File: config.mk
export PLATFORM = sky130hd
export DESIGN_NAME = sprite_catalog_parser_flat
export DESIGN_NICKNAME = d
export VERILOG_FILES = /design/src/rtl/scp_pkg.sv /design/src/rtl/scp_if.sv /design/src/rtl/scp_in_stage.sv /design/src/rtl/scp_parse_core.sv /design/src/rtl/scp_out_stage.sv /design/src/rtl/sprite_catalog_parser.sv /design/src/flat_wrapper.sv
export VERILOG_INCLUDE_DIRS = /design/src /design/src/rtl
export SDC_FILE = /design/constraint.sdc
export NUM_CORES = 1
export LEC_CHECK = 0
export BUFFER_PORTS_ARGS = -buffer_cell sky130_fd_sc_hd__buf_2
export CAP_MARGIN = 20
export CELL_PAD_IN_SITES_DETAIL_PLACEMENT = 1
export CELL_PAD_IN_SITES_GLOBAL_PLACEMENT = 2
export CORE_MARGIN = 5
export CORE_UTILIZATION = 25
export CTS_CLUSTER_DIAMETER = 120
export DETAILED_ROUTE_END_ITERATION = 7
export PLACE_DENSITY = 0.57
export SETUP_SLACK_MARGIN = 0.2
export SKIP_LAST_GASP = 1
export SLEW_MARGIN = 20
export SYNTH_ARGS = -nofsm -noshare
export SYNTH_HDL_FRONTEND = slang
export SYNTH_SLANG_ARGS = --single-unit
export TNS_END_PERCENT = 100
File: constraint.sdc
create_clock -name clk_i -period 20.8 [get_ports clk_i]
set_input_delay 2.08 -clock clk_i [delete_from_list [all_inputs] [get_ports clk_i]]
set_output_delay 2.08 -clock clk_i [all_outputs]
set_load 0.05 [all_outputs]
File: src/rtl/sprite_catalog_parser_defines.svh
// Assertion macros used by the parse core of the sprite catalog parser.
// Expects clk_i and rst_ni in the scope of every use.
`ifndef SPRITE_CATALOG_PARSER_DEFINES_SVH
`define SPRITE_CATALOG_PARSER_DEFINES_SVH

// Same-cycle implication, disabled while reset is asserted.
`define SCP_ASSERT_NOW(lbl, ant, cons, msg) \
  lbl: assert property (@(posedge clk_i) disable iff (!rst_ni) (ant) |-> (cons)) \
    else $error(msg);

// Next-cycle implication, disabled while reset is asserted.
`define SCP_ASSERT_NEXT(lbl, ant, cons, msg) \
  lbl: assert property (@(posedge clk_i) disable iff (!rst_ni) (ant) |=> (cons)) \
    else $error(msg);

`endif

File: src/rtl/scp_pkg.sv
// Types and constants of the sprite catalog parser.
// No dependencies; the stage modules and the top level refer to it by scoped names.
package scp_pkg;

  localparam logic [2:0] StEntry     = 3'd0;
  localparam logic [2:0] StFinal     = 3'd1;
  localparam logic [2:0] StBadMagic  = 3'd2;
  localparam logic [2:0] StZeroCount = 3'd3;
  localparam logic [2:0] StTruncated = 3'd4;

  localparam logic [31:0] CatMagic    = 32'hFFFF_FFFE;
  localparam logic [5:0]  HdrLastPos  = 6'd11;
  localparam logic [5:0]  BodyLastPos = 6'd32;
  localparam int unsigned NumFields   = 8;

  typedef struct packed {
    logic       valid;
    logic [7:0] data_byte;
    logic       end_of_data;
  } beat_t;

  typedef struct packed {
    logic        valid;
    logic [2:0]  status;
    logic [31:0] entry_index;
    logic [31:0] atlas_x;
    logic [31:0] atlas_y;
    logic [31:0] sprite_width;
    logic [31:0] sprite_height;
    logic [31:0] offset_x;
    logic [31:0] offset_y;
    logic [31:0] frame_width;
    logic [31:0] frame_height;
    logic [7:0]  entry_flag;
    logic [31:0] pixel_depth;
  } result_t;

endpackage

File: src/rtl/scp_if.sv
// Valid/ready channel interfaces for the catalog byte stream and the results.
// Depends on nothing; used by the top level and its stages.
interface scp_in_if;
  logic       valid;
  logic       ready;
  logic [7:0] data_byte;
  logic       end_of_data;

  modport source (output valid, output data_byte, output end_of_data, input ready);
  modport sink   (input valid, input data_byte, input end_of_data, output ready);
endinterface

interface scp_out_if;
  logic        valid;
  logic        ready;
  logic [2:0]  status;
  logic [31:0] entry_index;
  logic [31:0] atlas_x;
  logic [31:0] atlas_y;
  logic [31:0] sprite_width;
  logic [31:0] sprite_height;
  logic [31:0] offset_x;
  logic [31:0] offset_y;
  logic [31:0] frame_width;
  logic [31:0] frame_height;
  logic [7:0]  entry_flag;
  logic [31:0] pixel_depth;

  modport source (
    output valid, output status, output entry_index, output atlas_x, output atlas_y,
    output sprite_width, output sprite_height, output offset_x, output offset_y,
    output frame_width, output frame_height, output entry_flag, output pixel_depth,
    input ready
  );
  modport sink (
    input valid, input status, input entry_index, input atlas_x, input atlas_y,
    input sprite_width, input sprite_height, input offset_x, input offset_y,
    input frame_width, input frame_height, input entry_flag, input pixel_depth,
    output ready
  );
endinterface

File: src/rtl/scp_in_stage.sv
// Input register of the sprite catalog parser: holds one byte beat for parsing.
// Depends on scp_pkg and scp_in_if.
module scp_in_stage (
  input  logic            clk_i,
  input  logic            rst_ni,
  scp_in_if.sink          in_i,
  input  logic            adv_i,
  output scp_pkg::beat_t  beat_o
);

  logic       vld_q, vld_d;
  logic [7:0] byte_q;
  logic       eod_q;
  logic       take;

  assign in_i.ready = !vld_q || adv_i;
  assign take       = in_i.valid && in_i.ready;

  always_comb begin
    vld_d = vld_q;
    if (in_i.ready) begin
      vld_d = in_i.valid;
    end
  end

  always_ff @(posedge clk_i or negedge rst_ni) begin
    if (!rst_ni) begin
      vld_q <= 1'b0;
    end else begin
      vld_q <= vld_d;
    end
  end

  always_ff @(posedge clk_i) begin
    if (take) begin
      byte_q <= in_i.data_byte;
      eod_q  <= in_i.end_of_data;
    end
  end

  assign beat_o.valid       = vld_q;
  assign beat_o.data_byte   = byte_q;
  assign beat_o.end_of_data = eod_q;

endmodule

File: src/rtl/scp_parse_core.sv
// Parse state of the sprite catalog parser: header, name, padding and field
// decoding for one byte per step. Depends on scp_pkg and the defines header.
`include "sprite_catalog_parser_defines.svh"

module scp_parse_core (
  input  logic              clk_i,
  input  logic              rst_ni,
  input  scp_pkg::beat_t    beat_i,
  input  logic              adv_i,
  output scp_pkg::result_t  res_o
);

  localparam logic [2:0] PhHeader  = 3'd0;
  localparam logic [2:0] PhName    = 3'd1;
  localparam logic [2:0] PhPad     = 3'd2;
  localparam logic [2:0] PhFields  = 3'd3;
  localparam logic [2:0] PhNext    = 3'd4;
  localparam logic [2:0] PhDone    = 3'd5;
  localparam logic [2:0] PhErrWait = 3'd6;

  logic [2:0]  phase_q, phase_d;
  logic [5:0]  pos_q, pos_d;
  logic [1:0]  pad_q, pad_d;
  logic [31:0] total_q, total_d;
  logic [31:0] depth_q, depth_d;
  logic [31:0] idx_q, idx_d;
  logic [31:0] ws_q, ws_d;
  logic [31:0] fields_q [scp_pkg::NumFields];

  logic        step;
  logic [31:0] val;
  logic [5:0]  pos_inc;
  logic [1:0]  pad_inc;
  logic        fld_we;
  logic        emit;
  logic [2:0]  emit_st;
  logic        err_vld;
  logic [2:0]  err_st;
  logic        waiting;

  assign step    = beat_i.valid && adv_i;
  assign val     = {24'd0, beat_i.data_byte} << {pos_q[1:0], 3'b000};
  assign pos_inc = pos_q + 6'd1;
  assign pad_inc = pad_q + 2'd1;
  assign waiting = phase_q > PhNext;

  always_comb begin
    phase_d = phase_q;
    pos_d   = pos_q;
    pad_d   = pad_q;
    total_d = total_q;
    depth_d = depth_q;
    idx_d   = idx_q;
    ws_d    = ws_q;
    fld_we  = 1'b0;
    emit    = 1'b0;
    emit_st = scp_pkg::StEntry;
    err_vld = 1'b0;
    err_st  = scp_pkg::StEntry;

    unique case (phase_q)
      PhHeader: begin
        if (pos_q < 6'd4) begin
          ws_d = (pos_q == 6'd0) ? val : (ws_q | val);
        end else if (pos_q < 6'd8) begin
          total_d = (pos_q == 6'd4) ? val : (total_q | val);
        end else begin
          depth_d = (pos_q == 6'd8) ? val : (depth_q | val);
        end
        if (pos_q >= scp_pkg::HdrLastPos) begin
          if (ws_d != scp_pkg::CatMagic) begin
            err_vld = 1'b1;
            err_st  = scp_pkg::StBadMagic;
          end else if (total_d == 32'd0) begin
            err_vld = 1'b1;
            err_st  = scp_pkg::StZeroCount;
          end else begin
            idx_d   = 32'd0;
            phase_d = PhName;
            pad_d   = 2'd0;
            pos_d   = 6'd0;
          end
        end else begin
          pos_d = pos_inc;
        end
      end
      PhName: begin
        pad_d = pad_inc;
        if (beat_i.data_byte == 8'd0) begin
          pos_d   = 6'd0;
          phase_d = (pad_inc == 2'd0) ? PhFields : PhPad;
        end
      end
      PhPad: begin
        pad_d = pad_inc;
        if (pad_inc == 2'd0) begin
          phase_d = PhFields;
          pos_d   = 6'd0;
        end
      end
      PhFields: begin
        if (pos_q < scp_pkg::BodyLastPos) begin
          ws_d   = (pos_q[1:0] == 2'd0) ? val : (ws_q | val);
          fld_we = (pos_q[1:0] == 2'd3);
          pos_d  = pos_inc;
        end else begin
          ws_d = {24'd0, beat_i.data_byte};
          if (idx_q == total_q - 32'd1) begin
            emit    = 1'b1;
            emit_st = scp_pkg::StFinal;
            phase_d = PhDone;
          end else begin
            phase_d = PhNext;
            pos_d   = 6'd0;
          end
        end
      end
      PhNext: begin
        pos_d = pos_inc;
        if (pos_inc >= 6'd4) begin
          emit    = 1'b1;
          emit_st = scp_pkg::StEntry;
          idx_d   = idx_q + 32'd1;
          phase_d = PhName;
          pad_d   = 2'd0;
          pos_d   = 6'd0;
        end
      end
      default: begin
      end
    endcase

    if (!waiting && !err_vld && beat_i.end_of_data && phase_d != PhDone) begin
      err_vld = 1'b1;
      err_st  = scp_pkg::StTruncated;
    end
    if (err_vld) begin
      phase_d = PhErrWait;
    end
    if (beat_i.end_of_data) begin
      phase_d = PhHeader;
      pos_d   = 6'd0;
      pad_d   = 2'd0;
      idx_d   = 32'd0;
    end
  end

  always_comb begin
    res_o = '0;
    res_o.valid = emit || err_vld;
    if (err_vld) begin
      res_o.status = err_st;
    end else begin
      res_o.status        = emit_st;
      res_o.entry_index   = idx_q;
      res_o.atlas_x       = fields_q[0];
      res_o.atlas_y       = fields_q[1];
      res_o.sprite_width  = fields_q[2];
      res_o.sprite_height = fields_q[3];
      res_o.offset_x      = fields_q[4];
      res_o.offset_y      = fields_q[5];
      res_o.frame_width   = fields_q[6];
      res_o.frame_height  = fields_q[7];
      res_o.entry_flag    = ws_d[7:0];
      res_o.pixel_depth   = depth_q;
    end
  end

  always_ff @(posedge clk_i or negedge rst_ni) begin
    if (!rst_ni) begin
      phase_q <= PhHeader;
      pos_q   <= 6'd0;
      pad_q   <= 2'd0;
      total_q <= 32'd0;
      depth_q <= 32'd0;
      idx_q   <= 32'd0;
      ws_q    <= 32'd0;
    end else if (step) begin
      phase_q <= phase_d;
      pos_q   <= pos_d;
      pad_q   <= pad_d;
      total_q <= total_d;
      depth_q <= depth_d;
      idx_q   <= idx_d;
      ws_q    <= ws_d;
    end
  end

  always_ff @(posedge clk_i) begin
    if (step && fld_we) begin
      fields_q[pos_q[4:2]] <= ws_d;
    end
  end

  `SCP_ASSERT_NEXT(a_eod_rearms, step && beat_i.end_of_data, phase_q == PhHeader && idx_q == 32'd0, "End-of-data beat did not re-arm the parser.")
  `SCP_ASSERT_NOW(a_wait_silent, step && (phase_q == PhDone || phase_q == PhErrWait), !res_o.valid, "A waiting state produced a result.")
  `SCP_ASSERT_NOW(a_fields_aligned, phase_q == PhFields && $past(phase_q) != PhFields, pad_q == 2'd0 && pos_q == 6'd0, "Field decoding started off a 4-byte name boundary.")

endmodule

File: src/rtl/scp_out_stage.sv
// Result register of the sprite catalog parser: holds one result beat until taken.
// Depends on scp_pkg and scp_out_if.
module scp_out_stage (
  input  logic              clk_i,
  input  logic              rst_ni,
  input  scp_pkg::result_t  res_i,
  input  logic              step_i,
  output logic              adv_o,
  scp_out_if.source         out_o
);

  logic              vld_q, vld_d;
  scp_pkg::result_t  res_q;

  assign adv_o = !vld_q || out_o.ready;

  always_comb begin
    vld_d = vld_q;
    if (adv_o) begin
      vld_d = step_i && res_i.valid;
    end
  end

  always_ff @(posedge clk_i or negedge rst_ni) begin
    if (!rst_ni) begin
      vld_q <= 1'b0;
    end else begin
      vld_q <= vld_d;
    end
  end

  always_ff @(posedge clk_i) begin
    if (step_i && res_i.valid) begin
      res_q <= res_i;
    end
  end

  assign out_o.valid         = vld_q;
  assign out_o.status        = res_q.status;
  assign out_o.entry_index   = res_q.entry_index;
  assign out_o.atlas_x       = res_q.atlas_x;
  assign out_o.atlas_y       = res_q.atlas_y;
  assign out_o.sprite_width  = res_q.sprite_width;
  assign out_o.sprite_height = res_q.sprite_height;
  assign out_o.offset_x      = res_q.offset_x;
  assign out_o.offset_y      = res_q.offset_y;
  assign out_o.frame_width   = res_q.frame_width;
  assign out_o.frame_height  = res_q.frame_height;
  assign out_o.entry_flag    = res_q.entry_flag;
  assign out_o.pixel_depth   = res_q.pixel_depth;

endmodule

File: src/rtl/sprite_catalog_parser.sv
// Sprite catalog parser top level: input register, parse core, result register.
// Depends on scp_pkg, scp_if, scp_in_stage, scp_parse_core and scp_out_stage.
//
// The parser takes one catalog byte per cycle while the result side keeps
// taking beats, and produces at most one result beat per byte: an entry record
// after the last byte of its next-name size (or after the flag byte of the final
// entry), or a single error beat for bad magic, zero count or early end of data.
// A byte is held in the input register, and its result is captured into the
// result register, from which it is offered until taken. The rate is set by the
// parse state update, which consumes one byte per cycle in which it advances.
// After an error, and after the final entry, bytes are swallowed until a beat
// with end_of_data set, which always returns the parser to the header.
module sprite_catalog_parser (
  input  logic        clk_i,
  input  logic        rst_ni,
  scp_in_if.sink      in_i,
  scp_out_if.source   out_o
);

  scp_pkg::beat_t    beat;
  scp_pkg::result_t  res;
  logic              adv;
  logic              step;

  assign step = beat.valid && adv;

  scp_in_stage u_in_stage (
    .clk_i  (clk_i),
    .rst_ni (rst_ni),
    .in_i   (in_i),
    .adv_i  (adv),
    .beat_o (beat)
  );

  scp_parse_core u_parse_core (
    .clk_i  (clk_i),
    .rst_ni (rst_ni),
    .beat_i (beat),
    .adv_i  (adv),
    .res_o  (res)
  );

  scp_out_stage u_out_stage (
    .clk_i  (clk_i),
    .rst_ni (rst_ni),
    .res_i  (res),
    .step_i (step),
    .adv_o  (adv),
    .out_o  (out_o)
  );

endmodule
File: src/flat_wrapper.sv
// flat-port wrapper written by rule: the top's interface ports become plain ports
module sprite_catalog_parser_flat 
  (clk_i, rst_ni, in_i_valid, in_i_data_byte, in_i_end_of_data, in_i_ready, out_o_valid, out_o_status, out_o_entry_index, out_o_atlas_x, out_o_atlas_y, out_o_sprite_width, out_o_sprite_height, out_o_offset_x, out_o_offset_y, out_o_frame_width, out_o_frame_height, out_o_entry_flag, out_o_pixel_depth, out_o_ready);
  scp_in_if in_i_i ();
  scp_out_if out_o_i ();
  input  logic clk_i;
  input  logic rst_ni;
  input wire logic [$bits(in_i_i.valid)-1:0] in_i_valid;
  input wire logic [$bits(in_i_i.data_byte)-1:0] in_i_data_byte;
  input wire logic [$bits(in_i_i.end_of_data)-1:0] in_i_end_of_data;
  output wire logic [$bits(in_i_i.ready)-1:0] in_i_ready;
  output wire logic [$bits(out_o_i.valid)-1:0] out_o_valid;
  output wire logic [$bits(out_o_i.status)-1:0] out_o_status;
  output wire logic [$bits(out_o_i.entry_index)-1:0] out_o_entry_index;
  output wire logic [$bits(out_o_i.atlas_x)-1:0] out_o_atlas_x;
  output wire logic [$bits(out_o_i.atlas_y)-1:0] out_o_atlas_y;
  output wire logic [$bits(out_o_i.sprite_width)-1:0] out_o_sprite_width;
  output wire logic [$bits(out_o_i.sprite_height)-1:0] out_o_sprite_height;
  output wire logic [$bits(out_o_i.offset_x)-1:0] out_o_offset_x;
  output wire logic [$bits(out_o_i.offset_y)-1:0] out_o_offset_y;
  output wire logic [$bits(out_o_i.frame_width)-1:0] out_o_frame_width;
  output wire logic [$bits(out_o_i.frame_height)-1:0] out_o_frame_height;
  output wire logic [$bits(out_o_i.entry_flag)-1:0] out_o_entry_flag;
  output wire logic [$bits(out_o_i.pixel_depth)-1:0] out_o_pixel_depth;
  input wire logic [$bits(out_o_i.ready)-1:0] out_o_ready;
  assign in_i_i.valid = in_i_valid;
  assign in_i_i.data_byte = in_i_data_byte;
  assign in_i_i.end_of_data = in_i_end_of_data;
  assign in_i_ready = in_i_i.ready;
  assign out_o_valid = out_o_i.valid;
  assign out_o_status = out_o_i.status;
  assign out_o_entry_index = out_o_i.entry_index;
  assign out_o_atlas_x = out_o_i.atlas_x;
  assign out_o_atlas_y = out_o_i.atlas_y;
  assign out_o_sprite_width = out_o_i.sprite_width;
  assign out_o_sprite_height = out_o_i.sprite_height;
  assign out_o_offset_x = out_o_i.offset_x;
  assign out_o_offset_y = out_o_i.offset_y;
  assign out_o_frame_width = out_o_i.frame_width;
  assign out_o_frame_height = out_o_i.frame_height;
  assign out_o_entry_flag = out_o_i.entry_flag;
  assign out_o_pixel_depth = out_o_i.pixel_depth;
  assign out_o_i.ready = out_o_ready;
  sprite_catalog_parser u_core (.clk_i(clk_i), .rst_ni(rst_ni), .in_i(in_i_i), .out_o(out_o_i));
endmodule
* Word level (Yosys, flattened, before mapping)
Memories as Yosys holds them, arrays and structs flattened. A register that Yosys moved wholly into a read port is not among the register bits.
Cells that the tools add are included.
** Word-level totals
- Memory bits (writable) :: 256
- Input bits :: 13
- Memories :: 1
- Flip-flop bits (word level) :: 225
** Operators by class
- Mux-type cells :: 67
- Reduce and logical (&&, ||, !) cells :: 29
- Equality and inequality tests :: 19
- Shifts and indexed selects :: 1
- Bitwise operators :: 5
- $lt $le $gt $ge :: 6
- Add/subtract/negate cells :: 4
** Memory list
- u_core.u_parse_core.fields_q :: depth 8, bits a word 32, read ports 8, clocked after Yosys merged registers in 8, wr ports 1, line scp_parse_core.sv:28 : logic [31:0] fields_q [scp_pkg::NumFields];
** Operators with widths (count)
- $mux W32 :: 15
- $pmux W32 S2 :: 2
- $or A32 B32 Y32 :: 3
- $mux W6 :: 9
- $mux W3 :: 11
- $add A32 B1 Y32 const B :: 1
- $eq A32 B32 Y1 :: 1
- $logic_not A32 Y1 :: 1
- $ne A32 B32 Y1 const B :: 1
- $shl A8 B5 Y32 :: 1
- $sub A32 B1 Y32 const B :: 1
- $pmux W6 S5 :: 1
- $mux W2 :: 9
- $ne A3 B2 Y1 const B :: 6
- $mux W1 :: 17
- $pmux W3 S5 :: 1
- $ne A4 B3 Y1 const B :: 3
- $reduce_and A6 Y1 :: 2
- $logic_not A8 Y1 :: 1
- $logic_and A1 B1 Y1 :: 7
- $reduce_and A7 Y1 :: 1
- $add A6 B1 Y6 const B :: 1
- $eq A3 B2 Y1 const B :: 2
- $eq A6 B3 Y1 const B :: 1
- 26 further kinds :: 33

* Logic depth before layout (Yosys ltp)
Gate-level depths: netlist of the first run.
- Depth in word-level cells :: 18
- Gate-level depth with buffers :: 15

* Modules after synthesis
From an unflattened synthesis of the first run, not the netlist that was laid out.
** Second synthesis, totals
- Cells, all modules :: 2129
- Area, all modules :: 29659.7 um^2
** By module, submodules not included
- scp_parse_core :: cells each 1777, sequential area each 11165.7 um^2, area each 19322.3 um^2, times used 1
- scp_out_stage :: cells each 336, sequential area each 9964.6 um^2, area each 9992.1 um^2, times used 1
- scp_in_stage :: cells each 15, sequential area each 295.3 um^2, area each 339.1 um^2, times used 1
- sprite_catalog_parser :: cells each 1, sequential area each 0.0 um^2, area each 6.3 um^2, times used 1

* Worst setup path before layout of the first run
Ideal clock, no wire load.
- Path type :: input -> register
- From :: input out_o_ready
- To :: register out_o_atlas_x[0] (netlist name)
- Buffers on the path :: 2
- Setup time :: 0.758 ns
- Setup slack :: 9.223 ns
- Arrival time :: 10.819 ns
- Data required time :: 20.042 ns
- Cell stages on the path :: 5
- Cells stage by stage :: nand2b_1 and2_1 clkbuf_1 clkbuf_1 o31a_1
** On the way
- Cells in the longest elaborated chain, start to end :: 3
** Ends and longest elaborated chain
- start: declaration :: line flat_wrapper.sv:25 : input wire logic [$bits(out_o_i.ready)-1:0] out_o_ready;
- $logic_or A1 B1 Y1 :: line scp_out_stage.sv:15 : assign adv_o = !vld_q || out_o.ready;
- $logic_and A1 B1 Y1 :: line sprite_catalog_parser.sv:25 : assign step = beat.valid && adv;
- $logic_and A1 B1 Y1 :: line scp_out_stage.sv:33 : if (step_i && res_i.valid) begin
No other way between the ends.
A chain may end at the register's enable or synchronous reset.

* Final worst setup path of the first run
- From :: register u_core.u_parse_core.pos_q[3]
- To :: register out_o_frame_height[1] (netlist name)
** On the way
- Cells in the longest elaborated chain, start to end :: 17
- Elaborated cells between the ends (all ways) :: 38
- Classes of those cells :: add/sub (1); order compare (5); eq/ne (3); mux (21); reduce/logical (8)
** Ends and longest elaborated chain
- start: declaration :: line scp_parse_core.sv:22 : logic [5:0] pos_q, pos_d;
- start signal: assignment :: line scp_parse_core.sv:180 : pos_q <= pos_d;
- branches (longest 17 deep; another with $lt A6 B4 Y1)
Parallel ways; which one is timed is not known. The select of a mux whose other input is x is not followed.

==> results of run 1 <==
[how the worst max path moves through the flow]
| stage | startpoint | end | slack [ps] | depth (start not counted) |
|---|---|---|---|---|
| 2_1_floorplan | out_o_ready | out_o_atlas_x[0]$_SDFFCE_PP0P_ | 9220 | 5 |
| 3_5_place_dp | u_core.u_parse_core.pos_q[3]$_DFFE_PN0P_ | out_o_frame_height[1]$_SDFFCE_PP0P_ | 14400 | 11 |
| 3_3_place_gp | u_core.u_parse_core.pos_q[3]$_DFFE_PN0P_ | out_o_sprite_height[0]$_SDFFCE_PP0P_ | 14590 | 11 |
| 5_1_grt | u_core.u_parse_core.pos_q[3]$_DFFE_PN0P_ | out_o_sprite_height[2]$_SDFFCE_PP0P_ | 13950 | 11 |
| 4_1_cts | u_core.u_parse_core.pos_q[3]$_DFFE_PN0P_ | out_o_frame_height[1]$_SDFFCE_PP0P_ | 14360 | 11 |
| 6_report | u_core.u_parse_core.pos_q[3]$_DFFE_PN0P_ | out_o_frame_height[1]$_SDFFCE_PP0P_ | 14300 | 11 |
[worst register-to-register path, cell delays in order (launching register included)]
cell and delay, ps:
dfrtp_1 740, or4_1 930, nor2_1 190, a22o_1 300
nand4_1 250, a2111oi_4 100, nor3_2 350, nand2b_4 580
buf_4 820, buf_4 850, buf_12 760, a21boi_2 330
[stage by stage]
step	power, mW	std cells
after floorplan	2.75	2137
after global placement	3.05	4029
after detailed placement	3.08	4029
after CTS	4.51	4183
after global routing	4.64	4185
final	4.44	4188
[where the power goes]
part           internal [mW]  leakage, nW  switching [mW]
clock network          0.802         1.27           0.610
registers               1.80         7.67           0.114
logic                  0.248         4.41           0.873
total                   2.85         13.3            1.60
[cell families (layout without fill, tap and decap cells)]
family          count (synthesis)  after routing  share of synthesized area, %
xor+xnor                       52             52                          1.44
simple gates                  528            528                          8.36
buf+inv                       181            579                          4.36
compound gates                622            622                          17.4
fa+ha+maj                       6              6                         0.238
other cells                     0              3                             0
flops                         737            737                          67.9
mux                            11             11                         0.361
[per-layer routing]
layer / track usage, % / vias to the layer above / routed length (um)
met2: 24.0 / 543 / 47600
met1: 19.5 / 9965 / 45000
met5: 0 / - / 13
met4: 4.18 / 2 / 2330
met3: 3.20 / 122 / 5860
li1: - / 8709 / -
[layout make-up]
type                       instances  area (um^2)
sequential                       737        21400
clock buffer                     109         2290
multi-input combinational       1219         8920
antenna                            3         7.51
tap                             1650         2060
timing repair buffer             395         2170
inverter                          30          113
fill                           13500        88300
clock inverter                    45          315
[layout by cell type (no fill, tap or decap), types with 15 or more instances in the layout]
cell,Yosys,routed
edfxtp_1,596,596
buf_2,11,344
a21boi_2,292,292
nand2_1,231,231
dfrtp_1,141,141
o21ai_0,104,103
nor2_1,93,87
clkbuf_16,0,86
a21oi_1,58,58
buf_4,25,45
nand3_1,41,41
xnor2_1,40,40
inv_1,30,30
nor3_1,32,30
a31oi_1,25,25
a21boi_0,21,21
clkbuf_1,66,18
clkinv_1,0,18
nor4_1,17,17
a32o_1,16,16
clkinv_2,0,15
[cells in the mapped netlist (11+ instances only)]
library cell and number:
a21boi_2 292, nor3_1 32, xor2_1 12, xnor2_1 40
a31oi_1 25, buf_12 33, o221ai_1 22, nand4_1 14
buf_4 25, a21boi_0 21, nor4_2 12, nand3_1 41
dfrtp_1 141, nor2_1 93, clkbuf_1 66, o21ai_0 104
a21oi_1 58, or3_1 14, nor4_1 17, edfxtp_1 596
a32o_1 16, buf_2 11, nand2_1 231, inv_1 30
==> results_dict.tcl, run 1 <==
set metrics [dict create \
    drc 0 \
    cts_setup_buffers 0 \
    ys.flop_type "edfxtp_1" \
    firstDrtPassIters 5 \
    hold_path_startpoint "u_core.u_parse_core.depth_q[11]$_DFFE_PN0P_" \
    finish.utilization_pct 29.7 \
    port_buffers 345 \
    cpPeakStageDelay_ps 930 \
    min_period_ps 6500 \
    crit_buf_inv 3 \
    required_ps 21150 \
    cts_tree "built" \
    setup-tns-final_ps 0 \
    status "finished clean" \
    cts_hold_buf 0 \
    finalHoldWorstSlack_ps 476 \
    tightest_slew_ps 1100 \
    fin_skew_ps 23.3 \
    peakVddDrop_mv 0.0542 \
    synthCells 2137 \
    routed_wl_mm 101 \
    yosys-top-cells-area "edfxtp_1, dfrtp_1, a21boi_2, nand2_1, buf_12" \
    r2r_slack_ps 14300 \
    synth_edf_count 596 \
    r2r_cells 11 \
    rsz0062_at_grt "false" \
    setup.worst_path.class "reg -> reg" \
    dieArea_um2 133000 \
    core_region_area_um2 126000 \
    htreeDepth 3 \
    p_per_area_nw_per_um2 119 \
    grt_usage_pct 14.6 \
    setup_slack_ps 14300 \
    stdcell_area_um2 37300 \
    crit_path_start_kind "flop" \
    hold_class "reg -> reg" \
    drv_cap 0 \
    ant_nets 0 \
    clk_pin_slew_ps 60 \
    ioPinCount 346 \
    area_growth_pct 18.2 \
    row_count 130 \
    crit_slowest_cell "or4_1" \
    r2r_start "u_core.u_parse_core.pos_q[3]$_DFFE_PN0P_" \
    finalMaxSlewViolations 0 \
    grt_max_degree 153 \
    hold-path-cell-count 2 \
    worstReg2RegEnd "out_o_frame_height[1]$_SDFFCE_PP0P_" \
    path_cells "or4_1 > nor2_1 > a22o_1 > nand4_1 > a2111oi_4 > nor3_2 > nand2b_4 > buf_4 > buf_4 > buf_12 > a21boi_2" \
    num_vias 19300 \
    grt_pass1_vias 20000 \
    clockRootBuffer "clkbuf_16" \
    synth_seq_cells 737 \
    clock_sinks 737 \
    viasPerCell 4.62 \
    synth_cell_types 81 \
    yosysTopAreaCell "edfxtp_1" \
    endpoint_kind "flop" \
    whs_endpoint "u_core.u_parse_core.depth_q[11]$_DFFE_PN0P_" \
    die_h_um 365 \
    die_w_um 365 \
    dp_hpwl_mm 67.3 \
    leakage_nw 13.3 \
    setup_viol 0 \
    fmax_mhz 154 \
    clk_latency_ps 670 \
    cts_buffers 84 \
    async_flop_share_pct 19.1 \
    relSlewSlack_pct 26.8 \
    drt_iter0_drc 1559 \
    finalHoldViolCount 0 \
    initial_utilization_pct 25.1 \
    gp_congestion 0.821 \
    yosysSeqAreaShare_pct 67.9 \
    path_delay_family "buffers and inverters" \
    yosys_warnings 0 \
    grt_antenna_before_repair 2 \
    place_area_um2 34600 \
    synth_area_um2 31600 \
    syn_area_per_cell_um2 14.8 \
    cts_resized 0 \
    period_share_pct 31.3 \
    synth_nets 2156 \
    cp.arrival_ps 6860 \
    place_ws_ps 14400 \
    netlist.area_leader.share_pct 56.7 \
    grt_pass1_wl_mm 144 \
    nets 2486 \
    cts_max_path_buffers 3 \
    critPathMostFrequentCell "buf_4" \
    post_route_cells_drive_above_1_share_pct 34.4 \
    routedWlPerCell_um 24.1 \
    largest_reg_flops 256 \
    grt.overflow.total 0 \
    worstPathMaxFanout 141 \
]
(Power assumes the default switching activity.)
==> run 2, diff against run 1 <==
--- a/config.mk
+++ b/config.mk
@@ -6,6 +6,7 @@
 export SDC_FILE = /design/constraint.sdc
 export NUM_CORES = 1
 export LEC_CHECK = 0
+export ABC_AREA = 1
 export BUFFER_PORTS_ARGS = -buffer_cell sky130_fd_sc_hd__buf_2
 export CAP_MARGIN = 20
 export CELL_PAD_IN_SITES_DETAIL_PLACEMENT = 1
@@ -14,7 +15,7 @@
 export CORE_UTILIZATION = 25
 export CTS_CLUSTER_DIAMETER = 120
 export DETAILED_ROUTE_END_ITERATION = 7
-export PLACE_DENSITY = 0.57
+export PLACE_DENSITY = 0.59
 export SETUP_SLACK_MARGIN = 0.2
 export SKIP_LAST_GASP = 1
 export SLEW_MARGIN = 20
==> constraint.sdc (replaced) <==
create_clock -name clk_i -period 6.6 [get_ports clk_i]
set_input_delay 0.66 -clock clk_i [delete_from_list [all_inputs] [get_ports clk_i]]
set_output_delay 0.66 -clock clk_i [all_outputs]
set_load 0.05 [all_outputs]
==> results_dict.tcl, run 2 <==
set metrics [dict create \
    status "finished clean" \
    cp.arrival_ps 5260 \
    netlist.area_leader.share_pct 53.7 \
    cts_buffers 87 \
    post_synth_fa_ha_maj_area_fraction_pct 0.225 \
    ant_nets 0 \
    cts_resized 0 \
    drc 0 \
    synth_cell_types 51 \
    syn_area_per_cell_um2 12.0 \
    core_region_area_um2 133000 \
    place_ws_ps 1790 \
    area_growth_pct 19.4 \
    routedWlPerCell_um 20.2 \
    relSlewSlack_pct 29.0 \
    ioPinCount 346 \
    r2r_cells 18 \
    internal_power_mw 8.87 \
    viasPerCell 4.12 \
    setup.worst_path.class "reg -> reg" \
    dieArea_um2 141000 \
    hold_class "in -> reg" \
    die_h_um 375 \
    finalMaxSlewViolations 0 \
    yosysTopAreaCell "edfxtp_1" \
    grt_pass1_wl_mm 149 \
    final_common_cell "edfxtp_1" \
    peakVddDrop_mv 0.173 \
    place_area_um2 37000 \
    leakage_nw 15.5 \
    synthCells 2785 \
    endpoint_kind "flop" \
    synth_top_family_by_area "simple AND/OR/NAND/NOR gates" \
    drt_iter0_drc 1110 \
    clockRootBuffer "clkbuf_16" \
    p_switching_mw 4.36 \
    grt_max_degree 89 \
    yosysSeqAreaShare_pct 64.3 \
    drv_cap 0 \
    clk_latency_ps 700 \
    grt_pass1_vias 21500 \
    dr_wl_met3_mm 4.35 \
    swShare_pct 33.0 \
    port_buffers 345 \
    synth_nets 2804 \
    grt_usage_pct 14.2 \
    required_ps 6960 \
    p_clk_share_pct 35.5 \
    clock_sinks 737 \
    hold-path-cell-count 1 \
    die_w_um 375 \
    cts_max_path_buffers 3 \
    p_per_area_nw_per_um2 332 \
    place_inst 4865 \
    async_flop_share_pct 19.1 \
    synth_xor_area_share_pct 1.42 \
    wl_met1_mm 45.6 \
    cts_tree "built" \
    synth_area_um2 33300 \
    fin_skew_ps 38.1 \
    fmax_mhz 204 \
    ys.flop_type "edfxtp_1" \
    stdcell_area_um2 39800 \
    synth_compound_area_share_pct 4.43 \
    grt_antenna_before_repair 6 \
    routed_wl_mm 102 \
    yosys-top-cells-area "edfxtp_1, dfrtp_1, nor2_4, nand2_1, inv_1" \
    routed.top_layer "met4" \
    gp_congestion 0.800 \
    worstPathMaxFanout 52 \
    dp_hpwl_mm 73.1 \
    rsz0062_at_grt "false" \
    grt.overflow.total 0 \
    num_vias 20700 \
    period_share_pct 74.2 \
    initial_utilization_pct 25.1 \
    post_route_cells_drive_above_1_share_pct 27.5 \
    setup_slack_ps 1700 \
    min_period_ps 4900 \
    tightest_slew_ps 1060 \
    clk_pin_slew_ps 60 \
    synthTopCellsByCount "edfxtp_1, nand2_1, inv_1, nor2_4, nor2_1" \
    finalHoldWorstSlack_ps 146 \
    dr_wl_met2_mm 49.7 \
    yosys.area_share.simple_pct 21.4 \
    synth_edf_count 596 \
    synth_seq_cells 737 \
    power_frac_seq_pct 44.5 \
    finalHoldViolCount 0 \
    htreeDepth 3 \
    synth.most_common_cell "edfxtp_1" \
    setup_viol 0 \
    crit_path_start_kind "flop" \
    firstDrtPassIters 5 \
    final_cell_mix "edfxtp_1, nand2_1, inv_1, buf_2, nor2_4" \
    p_comb_share_pct 20.0 \
    post_layout_nonfiller_instances 5027 \
    row_count 134 \
    yosys_warnings 0 \
    nets 3209 \
    synth_mux_area_share_pct 0.0338 \
    largest_reg_flops 256 \
]
==> run 2: cell type report <==
type / instances / area (um^2)
Fill cell: 14700 / 93100
Sequential cell: 737 / 21400
Multi-Input combinational cell: 1483 / 9290
Timing Repair Buffer: 417 / 2380
Clock buffer: 110 / 2280
Tap cell: 1768 / 2210
Inverter: 464 / 1750
Clock inverter: 46 / 483
Antenna cell: 2 / 5.00
==> run 2: per-stage QoR <==
step	power (mW)	TNS [ps]	utilization, %
2_1_floorplan	7.69	-315860	-
3_3_place_gp	8.70	0	27.8
3_5_place_dp	8.70	0	27.8
4_1_cts	13.5	0	29.9
5_1_grt	13.9	0	30.0
6_report	13.2	0	30.0
==> run 2: final timing paths <==
path                                                          startpoint                                          to  slack [ps]
worst min register to register   u_core.u_parse_core.ws_q[3]$_DFFE_PN0P_     u_core.u_parse_core.ws_q[3]$_DFFE_PN0P_         490
worst min-delay path                                   in_i_data_byte[5]       u_core.u_in_stage.byte_q[5]$_DFFE_PP_         150
max in group asynchronous                                         rst_ni  u_core.u_parse_core.depth_q[7]$_DFFE_PN0P_        4600
worst max-delay path            u_core.u_parse_core.pos_q[0]$_DFFE_PN0P_         out_o_frame_height[7]$_SDFFCE_PP0P_        1700
worst max register to register  u_core.u_parse_core.pos_q[0]$_DFFE_PN0P_         out_o_frame_height[7]$_SDFFCE_PP0P_        1700
min in group asynchronous                                         rst_ni   u_core.u_parse_core.idx_q[27]$_DFFE_PN0P_         430
==> run 2: kinds of logic (layout without fill, tap and decap cells) <==
logic type,count (synthesis),count (layout)
buf+inv,565,1037
fa+ha+maj,6,6
mux,1,1
flops,737,737
other cells,0,2
simple gates,1179,1179
compound gates,243,243
xor+xnor,54,54
==> run 2: metal layers <==
layer,track usage (%),vias to the layer above
met5,0,-
met4,3.70,0
met3,2.47,118
met2,24.4,400
met1,18.6,10300
li1,-,9929
==> run 2: worst max-delay path: stages, from the launching register on <==
cell        delay, ps
dfrtp_1           840
nand2_1           540
nor2_1            490
nand2_1           100
nand2_1           110
nand2_1            50
nor2_1            130
nand2_1            80
nor2_2            210
nand3_1           150
nor2_1            160
nor2_1             60
nand3_1           110
nand3_2           110
nand2_4           110
nand3_2            70
nand2_2           100
clkinvlp_4        520
buf_4             560
==> run 2: repair_timing <==
action / in CTS / in global routing
buffers inserted: 0 / 0
hold buffers: 0 / 1
endpoints found under the hold margin: 0 / 25
==> run 2: power by group through the flow <==
stage / combinational [mW] / sequential [mW] / clock (mW)
3_5_place_dp: 2.70 / 6.00 / 0
2_1_floorplan: 1.42 / 6.27 / 0
3_3_place_gp: 2.69 / 6.01 / 0
5_1_grt: 2.93 / 5.94 / 5.07
6_report: 2.64 / 5.89 / 4.70
4_1_cts: 2.71 / 5.91 / 4.88
